File: src/sv/wsd_pkg.sv
package wsd_pkg;

	localparam int unsigned LenW = 64;
	localparam int unsigned KeyW = 32;

	localparam logic [LenW-1:0] MAX_LEN_RESET = LenW'(8 * 1024 * 1024);

	localparam logic [1:0] KIND_DATA  = 2'd0;
	localparam logic [1:0] KIND_EMPTY = 2'd1;
	localparam logic [1:0] KIND_ERROR = 2'd2;

	localparam logic [1:0] ERR_NONE     = 2'd0;
	localparam logic [1:0] ERR_FIN      = 2'd1;
	localparam logic [1:0] ERR_UNMASKED = 2'd2;
	localparam logic [1:0] ERR_LONG     = 2'd3;

	localparam logic [6:0] LEN7_EXT16 = 7'd126;
	localparam logic [6:0] LEN7_EXT64 = 7'd127;

	localparam logic [3:0] EXT_BYTES16 = 4'd2;
	localparam logic [3:0] EXT_BYTES64 = 4'd8;

	typedef struct packed {
		logic [1:0] kind;
		logic [7:0] payload_byte;
		logic [3:0] opcode;
		logic       last_byte;
		logic [1:0] error_code;
	} res_t;

endpackage

File: src/sv/wsd_in_stage.sv
module wsd_in_stage
	import wsd_pkg::*;
(
	input  logic       clk,
	input  logic       arst_n,
	input  logic       data_valid,
	input  logic [7:0] data_byte,
	input  logic       hold,
	output logic       data_stall,
	output logic       valid_s1,
	output logic [7:0] byte_s1
);

	logic take;

	assign data_stall = valid_s1 && hold;
	assign take       = data_valid && !data_stall;

	always_ff @(posedge clk or negedge arst_n) begin
		if (!arst_n) begin
			valid_s1 <= 1'b0;
		end else if (!data_stall) begin
			valid_s1 <= data_valid;
		end
	end

	always_ff @(posedge clk) begin
		if (take) begin
			byte_s1 <= data_byte;
		end
	end

endmodule

File: src/sv/wsd_parser.sv
module wsd_parser
	import wsd_pkg::*;
(
	input  logic            clk,
	input  logic            arst_n,
	input  logic            cfg_wr_en,
	input  logic [LenW-1:0] cfg_wr_data,
	input  logic            fire,
	input  logic [7:0]      byte_s1,
	output logic            res_valid,
	output res_t            res
);

	typedef enum logic [2:0] {
		PH_HDR0,
		PH_HDR1,
		PH_EXT,
		PH_MASK,
		PH_DATA,
		PH_HALT
	} phase_t;

	phase_t            phase_q, phase_d;
	logic [3:0]        opcode_q, opcode_d;
	logic [3:0]        ext_left_q, ext_left_d;
	logic [LenW-1:0]   remaining_q, remaining_d;
	logic [KeyW-1:0]   key_q, key_d;
	logic [1:0]        pos_q, pos_d;
	logic [LenW-1:0]   max_len_q;
	logic              emit;
	logic [1:0]        kind_d;
	logic [1:0]        err_d;
	logic [7:0]        out_byte_d;
	logic              last_d;
	logic [7:0]        key_byte;

	assign key_byte = key_q[{~pos_q, 3'b000} +: 8];

	always_comb begin
		phase_d     = phase_q;
		opcode_d    = opcode_q;
		ext_left_d  = ext_left_q;
		remaining_d = remaining_q;
		key_d       = key_q;
		pos_d       = pos_q;
		emit        = 1'b0;
		kind_d      = KIND_DATA;
		err_d       = ERR_NONE;
		out_byte_d  = 8'd0;
		last_d      = 1'b0;
		unique case (phase_q)
			PH_HDR0: begin
				opcode_d = byte_s1[3:0];
				if (!byte_s1[7]) begin
					phase_d = PH_HALT;
					emit    = 1'b1;
					kind_d  = KIND_ERROR;
					err_d   = ERR_FIN;
				end else begin
					phase_d = PH_HDR1;
				end
			end
			PH_HDR1: begin
				if (!byte_s1[7]) begin
					phase_d = PH_HALT;
					emit    = 1'b1;
					kind_d  = KIND_ERROR;
					err_d   = ERR_UNMASKED;
				end else begin
					remaining_d = '0;
					key_d       = '0;
					pos_d       = 2'd0;
					if (byte_s1[6:0] == LEN7_EXT16) begin
						ext_left_d = EXT_BYTES16;
						phase_d    = PH_EXT;
					end else if (byte_s1[6:0] == LEN7_EXT64) begin
						ext_left_d = EXT_BYTES64;
						phase_d    = PH_EXT;
					end else begin
						remaining_d = {{(LenW-7){1'b0}}, byte_s1[6:0]};
						if (remaining_d > max_len_q) begin
							phase_d = PH_HALT;
							emit    = 1'b1;
							kind_d  = KIND_ERROR;
							err_d   = ERR_LONG;
						end else begin
							phase_d = PH_MASK;
						end
					end
				end
			end
			PH_EXT: begin
				remaining_d = {remaining_q[LenW-9:0], byte_s1};
				ext_left_d  = ext_left_q - 4'd1;
				if (ext_left_q == 4'd1) begin
					if (remaining_d > max_len_q) begin
						phase_d = PH_HALT;
						emit    = 1'b1;
						kind_d  = KIND_ERROR;
						err_d   = ERR_LONG;
					end else begin
						phase_d = PH_MASK;
					end
				end
			end
			PH_MASK: begin
				key_d = {key_q[KeyW-9:0], byte_s1};
				if (pos_q == 2'd3) begin
					pos_d = 2'd0;
					if (remaining_q == '0) begin
						phase_d = PH_HDR0;
						emit    = 1'b1;
						kind_d  = KIND_EMPTY;
					end else begin
						phase_d = PH_DATA;
					end
				end else begin
					pos_d = pos_q + 2'd1;
				end
			end
			PH_DATA: begin
				remaining_d = remaining_q - LenW'(1);
				last_d      = (remaining_q == LenW'(1));
				pos_d       = pos_q + 2'd1;
				emit        = 1'b1;
				kind_d      = KIND_DATA;
				out_byte_d  = byte_s1 ^ key_byte;
				if (last_d) begin
					phase_d = PH_HDR0;
				end
			end
			PH_HALT: begin
			end
			default: begin
				phase_d = PH_HALT;
			end
		endcase
	end

	assign res_valid        = fire && emit;
	assign res.kind         = kind_d;
	assign res.payload_byte = out_byte_d;
	assign res.opcode       = opcode_d;
	assign res.last_byte    = last_d;
	assign res.error_code   = err_d;

	always_ff @(posedge clk or negedge arst_n) begin
		if (!arst_n) begin
			phase_q     <= PH_HDR0;
			opcode_q    <= 4'd0;
			ext_left_q  <= 4'd0;
			remaining_q <= '0;
			key_q       <= '0;
			pos_q       <= 2'd0;
		end else if (fire) begin
			phase_q     <= phase_d;
			opcode_q    <= opcode_d;
			ext_left_q  <= ext_left_d;
			remaining_q <= remaining_d;
			key_q       <= key_d;
			pos_q       <= pos_d;
		end
	end

	always_ff @(posedge clk or negedge arst_n) begin
		if (!arst_n) begin
			max_len_q <= MAX_LEN_RESET;
		end else if (cfg_wr_en) begin
			max_len_q <= cfg_wr_data;
		end
	end

`ifndef SYNTHESIS
	a_halt_silent: assert property (@(posedge clk) disable iff (!arst_n)
		phase_q == PH_HALT |-> !res_valid)
		else $error("result produced after protocol error");

	a_halt_sticky: assert property (@(posedge clk) disable iff (!arst_n)
		phase_q == PH_HALT |=> phase_q == PH_HALT)
		else $error("left halt state without reset");

	a_err_code: assert property (@(posedge clk) disable iff (!arst_n)
		res_valid |-> ((res.kind == KIND_ERROR) == (res.error_code != ERR_NONE)))
		else $error("error code does not match result kind");

	a_ext_count: assert property (@(posedge clk) disable iff (!arst_n)
		phase_q == PH_EXT |-> ext_left_q != 4'd0)
		else $error("extended length phase with no bytes left");

	a_last_data: assert property (@(posedge clk) disable iff (!arst_n)
		res_valid && res.last_byte |-> res.kind == KIND_DATA
			##1 phase_q == PH_HDR0)
		else $error("last byte flag outside payload or frame not closed");
`endif

endmodule

File: src/sv/wsd_out_stage.sv
module wsd_out_stage
	import wsd_pkg::*;
(
	input  logic       clk,
	input  logic       arst_n,
	input  logic       res_valid,
	input  res_t       res,
	input  logic       result_stall,
	output logic       hold,
	output logic       result_valid,
	output res_t       result_q
);

	assign hold = result_valid && result_stall;

	always_ff @(posedge clk or negedge arst_n) begin
		if (!arst_n) begin
			result_valid <= 1'b0;
		end else if (!hold) begin
			result_valid <= res_valid;
		end
	end

	always_ff @(posedge clk) begin
		if (!hold && res_valid) begin
			result_q <= res;
		end
	end

endmodule

File: src/sv/websocket_frame_deframer_core.sv
// Each accepted byte goes into the input register; a result goes into the result
// register. Throughput: one byte per cycle while the output is not stalled; the
// header parse and unmasking fit between the input register and the result register.
// Reset (arst_n low): frame parse restarts at the first header byte, the
// maximum payload length returns to 8 MiB, both stages empty.
module websocket_frame_deframer_core
	import wsd_pkg::*;
(
	input  logic            clk,
	input  logic            arst_n,
	input  logic            cfg_wr_en,
	input  logic [LenW-1:0] cfg_wr_data,
	input  logic            data_valid,
	output logic            data_stall,
	input  logic [7:0]      data_byte,
	output logic            result_valid,
	input  logic            result_stall,
	output logic [1:0]      kind,
	output logic [7:0]      payload_byte,
	output logic [3:0]      opcode,
	output logic            last_byte,
	output logic [1:0]      error_code
);

	logic       hold;
	logic       valid_s1;
	logic [7:0] byte_s1;
	logic       fire;
	logic       res_valid;
	res_t       res;
	res_t       result_q;

	assign fire = valid_s1 && !hold;

	wsd_in_stage u_in (
		.clk        (clk),
		.arst_n     (arst_n),
		.data_valid (data_valid),
		.data_byte  (data_byte),
		.hold       (hold),
		.data_stall (data_stall),
		.valid_s1   (valid_s1),
		.byte_s1    (byte_s1)
	);

	wsd_parser u_parser (
		.clk         (clk),
		.arst_n      (arst_n),
		.cfg_wr_en   (cfg_wr_en),
		.cfg_wr_data (cfg_wr_data),
		.fire        (fire),
		.byte_s1     (byte_s1),
		.res_valid   (res_valid),
		.res         (res)
	);

	wsd_out_stage u_out (
		.clk          (clk),
		.arst_n       (arst_n),
		.res_valid    (res_valid),
		.res          (res),
		.result_stall (result_stall),
		.hold         (hold),
		.result_valid (result_valid),
		.result_q     (result_q)
	);

	assign kind         = result_q.kind;
	assign payload_byte = result_q.payload_byte;
	assign opcode       = result_q.opcode;
	assign last_byte    = result_q.last_byte;
	assign error_code   = result_q.error_code;

endmodule

File: config.mk
export PLATFORM = sky130hd
export DESIGN_NAME = websocket_frame_deframer_core
export DESIGN_NICKNAME = d
export VERILOG_FILES = /design/src/sv/wsd_pkg.sv /design/src/sv/wsd_in_stage.sv /design/src/sv/wsd_parser.sv /design/src/sv/wsd_out_stage.sv /design/src/sv/websocket_frame_deframer_core.sv
export SDC_FILE = /design/constraint.sdc
export NUM_CORES = 1
export LEC_CHECK = 0
export ABC_AREA = 1
export BUFFER_PORTS_ARGS = -buffer_cell sky130_fd_sc_hd__clkbuf_2
export CAP_MARGIN = 20
export CORE_ASPECT_RATIO = 1.2
export CORE_UTILIZATION = 60
export DETAILED_ROUTE_END_ITERATION = 16
export PLACE_DENSITY = 0.79
export SLEW_MARGIN = 20
export SYNTH_ARGS = -nofsm -noshare
export SYNTH_HDL_FRONTEND = slang
export SYNTH_SLANG_ARGS = --single-unit
File: constraint.sdc
create_clock -name clk -period 2.8 [get_ports clk]
set_clock_uncertainty 0.05 [all_clocks]
set_input_delay 0.56 -clock clk [delete_from_list [all_inputs] [get_ports clk]]
set_output_delay 0.56 -clock clk [all_outputs]
set_load 0.02 [all_outputs]
==> impl_metrics.tcl <==
set metrics [dict create \
    cts_buffers 17 \
    vias 11800 \
    r2r_end "u_out.result_q[7]$_SDFFCE_PP0P_" \
    placed_cell_area_um2 13500 \
    holdWs_ns -0.00211 \
    synth_compound_area_share_pct 17.8 \
    synthesis.nets 1742 \
    yosysWarnings 0 \
    setup_ws_ns 0.134 \
    diodes 0 \
    yosys.area_share.simple_pct 24.2 \
    pre_cts_ws_ns 0.0320 \
    clk_latency_ns 0.45 \
    seq_area_frac_synth_pct 41.7 \
    drc 0 \
    startpoint_type "flop" \
    drt_first_pass_iters 6 \
    ant_nets 0 \
    avgSynthCellArea_um2 7.72 \
    top_layer "met4" \
    hp-class "primary input to asynchronous set/reset pin" \
    wl_met1_um 13000 \
    cap_violations 0 \
    critPathSlowestCell "dfrtp_1" \
    cts-root-buf "clkbuf_16" \
    initial_utilization_pct 61.0 \
    worstReg2RegStart "u_parser.remaining_q[0]$_DFFE_PN0P_" \
    synth_cell_types 58 \
    drive_above_1_share_pct 16.1 \
    viasPerCell 5.87 \
    synth_adder_area_share_pct 7.01 \
    h-tree-depth 4 \
    p_per_area_nw_per_um2 947 \
    wl_per_cell_um 17.4 \
    grt_pass1_wl_um 56700 \
    io_buffer_count 95 \
    period_share_pct 95.2 \
    synth-edff-count 25 \
    cp.required_ns 2.91 \
    syn_inst 1596 \
    power.leakage_nw 6.70 \
    worstPathArrival_ns 2.78 \
    dieArea_um2 21100 \
    dp_hpwl_um 25900 \
    synth_top_area_share_pct 35.3 \
    crit_buf_inv 4 \
    hold_buffers 0 \
    synth-seq-cells 200 \
    cts_tree "done" \
    violations "hold timing" \
    ys_top_cells_by_count "267 x nand2_1, 213 x inv_1, 181 x nor2_1, 174 x dfrtp_1, 163 x o21ai_0" \
    fin_util_pct 70.1 \
    grt_overflow 0 \
    finalSetupViolCount 0 \
    cp-end-kind "flop" \
    ff2ff_path_depth 15 \
    crit_type "flop to flop" \
    period_needed_ns 2.67 \
    yosysTopAreaCell "dfrtp_1" \
    cp-startpoint "u_parser.remaining_q[0]$_DFFE_PN0P_" \
    cp_slowest_stage_delay_ns 0.43 \
    clk_pin_slew_ns 0.08 \
    die_x_um 133 \
    fmax_mhz 375 \
    final_hold_viol_count 1 \
    crit_family "simple AND/OR/NAND/NOR gates" \
    grt_pass1_vias 11500 \
    path_cells "inv_2 -> ha_1 -> inv_2 -> nor2_4 -> nand2_4 -> nor2_8 -> nand2_4 -> nor3_4 -> nand2_2 -> nor2_4 -> nor2_1 -> nand3_1 -> nand2_1 -> inv_1 -> buf_4" \
    synth_flop_cell "dfrtp_1" \
    synth_area_um2 12300 \
    r2r_slack_ns 0.13 \
    synthArstFlopShare_pct 87.5 \
    grt_usage_pct 34.1 \
    wl_met3_um 2290 \
    first_iter_violations 1170 \
    worst_pin_slew_ns 1.11 \
    status "finished, violations left" \
    clockBufferDepth 2 \
    grt_max_degree 63 \
    finalInstanceArea_um2 14200 \
    grt_antenna_before_repair 0 \
    core_region_area_um2 20200 \
    rows 57 \
    io_pins 96 \
    cts_sinks 200 \
    gp_congestion 0.978 \
    nets 1875 \
    yosysMostFrequentCell "nand2_1" \
    yosys-top-cells-area "dfrtp_1 35%, nand2_1 8.1%, ha_1 7.0%" \
    synth_top_family_by_area "simple AND/OR/NAND/NOR gates" \
    finalWirelength_um 34900 \
    peakVddDrop_mv 0.545 \
    critical_path_cell_count 15 \
    drv_slew 0 \
    crit_end "u_out.result_q[7]$_SDFFCE_PP0P_" \
    die_h_um 159 \
    area_delta_synth_final_pct 14.9 \
    cp_max_fo 6 \
    dr_wl_met2_um 17000 \
    max_slew_margin_pct 25.5 \
    synth_xor_area_share_pct 0.427 \
    muxShareOfSynthArea_pct 0.0914 \
]
[area by class of cell]
type,count,area [um^2]
multi-input cells,1116,6150
fillers,1651,6030
flip-flops and latches,200,5130
repair buffers,165,1050
inverters,229,860
clock buffers,17,425
well taps,265,332
clock inverters,15,209
[stage by stage]
step	std cells	setup TNS, ns	total power [mW]	hold slack [ns]
after floorplan	1596	0	8.63	0.214
after global placement	1974	0	10.4	0.443
after detailed placement	1974	0	10.7	0.450
after CTS	2006	0	13.3	0.0208
after global routing	2007	-0.704	14.3	0.0464
final	2007	0	13.4	-0.00211
[where the power goes]
group | internal [mW] | switching [mW]
combinational | 2.20 | 3.89
sequential | 3.86 | 0.850
clock | 1.25 | 1.35
total | 7.31 | 6.09
[sequential cells by signal, summed over array words and instances (netlist names)]
register,count
u_in.byte_s1,8
u_in.valid_s1,1
u_out.result_q,17
u_out.result_valid,1
u_parser.ext_left_q,4
u_parser.key_q,32
u_parser.max_len_q,64
u_parser.opcode_q,4
u_parser.phase_q,3
u_parser.pos_q,2
u_parser.remaining_q,64
[timing repair]
item	in CTS	in global routing
gates resized for setup	0	8
setup buffers	0	1
endpoints found under the setup margin	0	17
[worst reg2reg max path, stage by stage (launching register included)]
cell and delay, ns:
dfrtp_1 0.43, inv_2 0.14, ha_1 0.25, inv_2 0.11, nor2_4 0.15, nand2_4 0.10
nor2_8 0.14, nand2_4 0.09, nor3_4 0.21, nand2_2 0.12, nor2_4 0.12, nor2_1 0.05
nand3_1 0.09, nand2_1 0.07, inv_1 0.10, buf_4 0.17
[cell usage in the layout, fill, tap and decap left out, types with 5 or more instances in the layout]
master / n
o21ai_1: 8
clkbuf_16: 17
dfrtp_1: 174
a22oi_1: 33
buf_4: 67
nor2_2: 16
nand2_4: 5
inv_1: 212
nor3_2: 6
nand2_2: 8
nand2_1: 267
nand4_1: 23
nor3_1: 20
o21ai_0: 163
edfxtp_1: 25
ha_1: 69
inv_2: 16
nor4_1: 8
clkbuf_2: 93
nor2_1: 179
o22ai_1: 32
clkinv_8: 6
nand3_1: 75
a21oi_1: 134
nor2_4: 10
[metal layers]
metal	up-vias	global-route usage, %
met5	-	0
met4	0	24.5
met3	162	4.55
met2	535	57.5
met1	5473	40.1
li1	5611	-
[cells by family after synthesis]
| family | after synthesis |
|---|---|
| flip-flops | 200 |
| AO/OA/AOI/OAI | 398 |
| XOR/XNOR | 6 |
| adder cells (fa/ha/maj) | 69 |
| AND/OR/NAND/NOR | 642 |
| buffers and inverters | 280 |
| multiplexers | 1 |
[how the worst min path moves through the flow]
stage                                              start                            endpoint  slack (ns)  cells past startpoint
final                                             arst_n  u_parser.max_len_q[43]$_DFFE_PN0P_      -0.002                      1
after floorplan                                   arst_n           u_in.valid_s1$_DFFE_PN0N_        0.21                      0
after detailed placement  u_parser.key_q[24]$_DFFE_PN0P_      u_parser.key_q[24]$_DFFE_PN0P_        0.45                      2
after global routing                              arst_n  u_parser.max_len_q[43]$_DFFE_PN0P_        0.05                      1
after CTS                                         arst_n  u_parser.max_len_q[43]$_DFFE_PN0P_        0.02                      1
after global placement    u_parser.key_q[26]$_DFFE_PN0P_      u_parser.key_q[26]$_DFFE_PN0P_        0.44                      2
No activity file was read; power rests on OpenSTA's default activity.
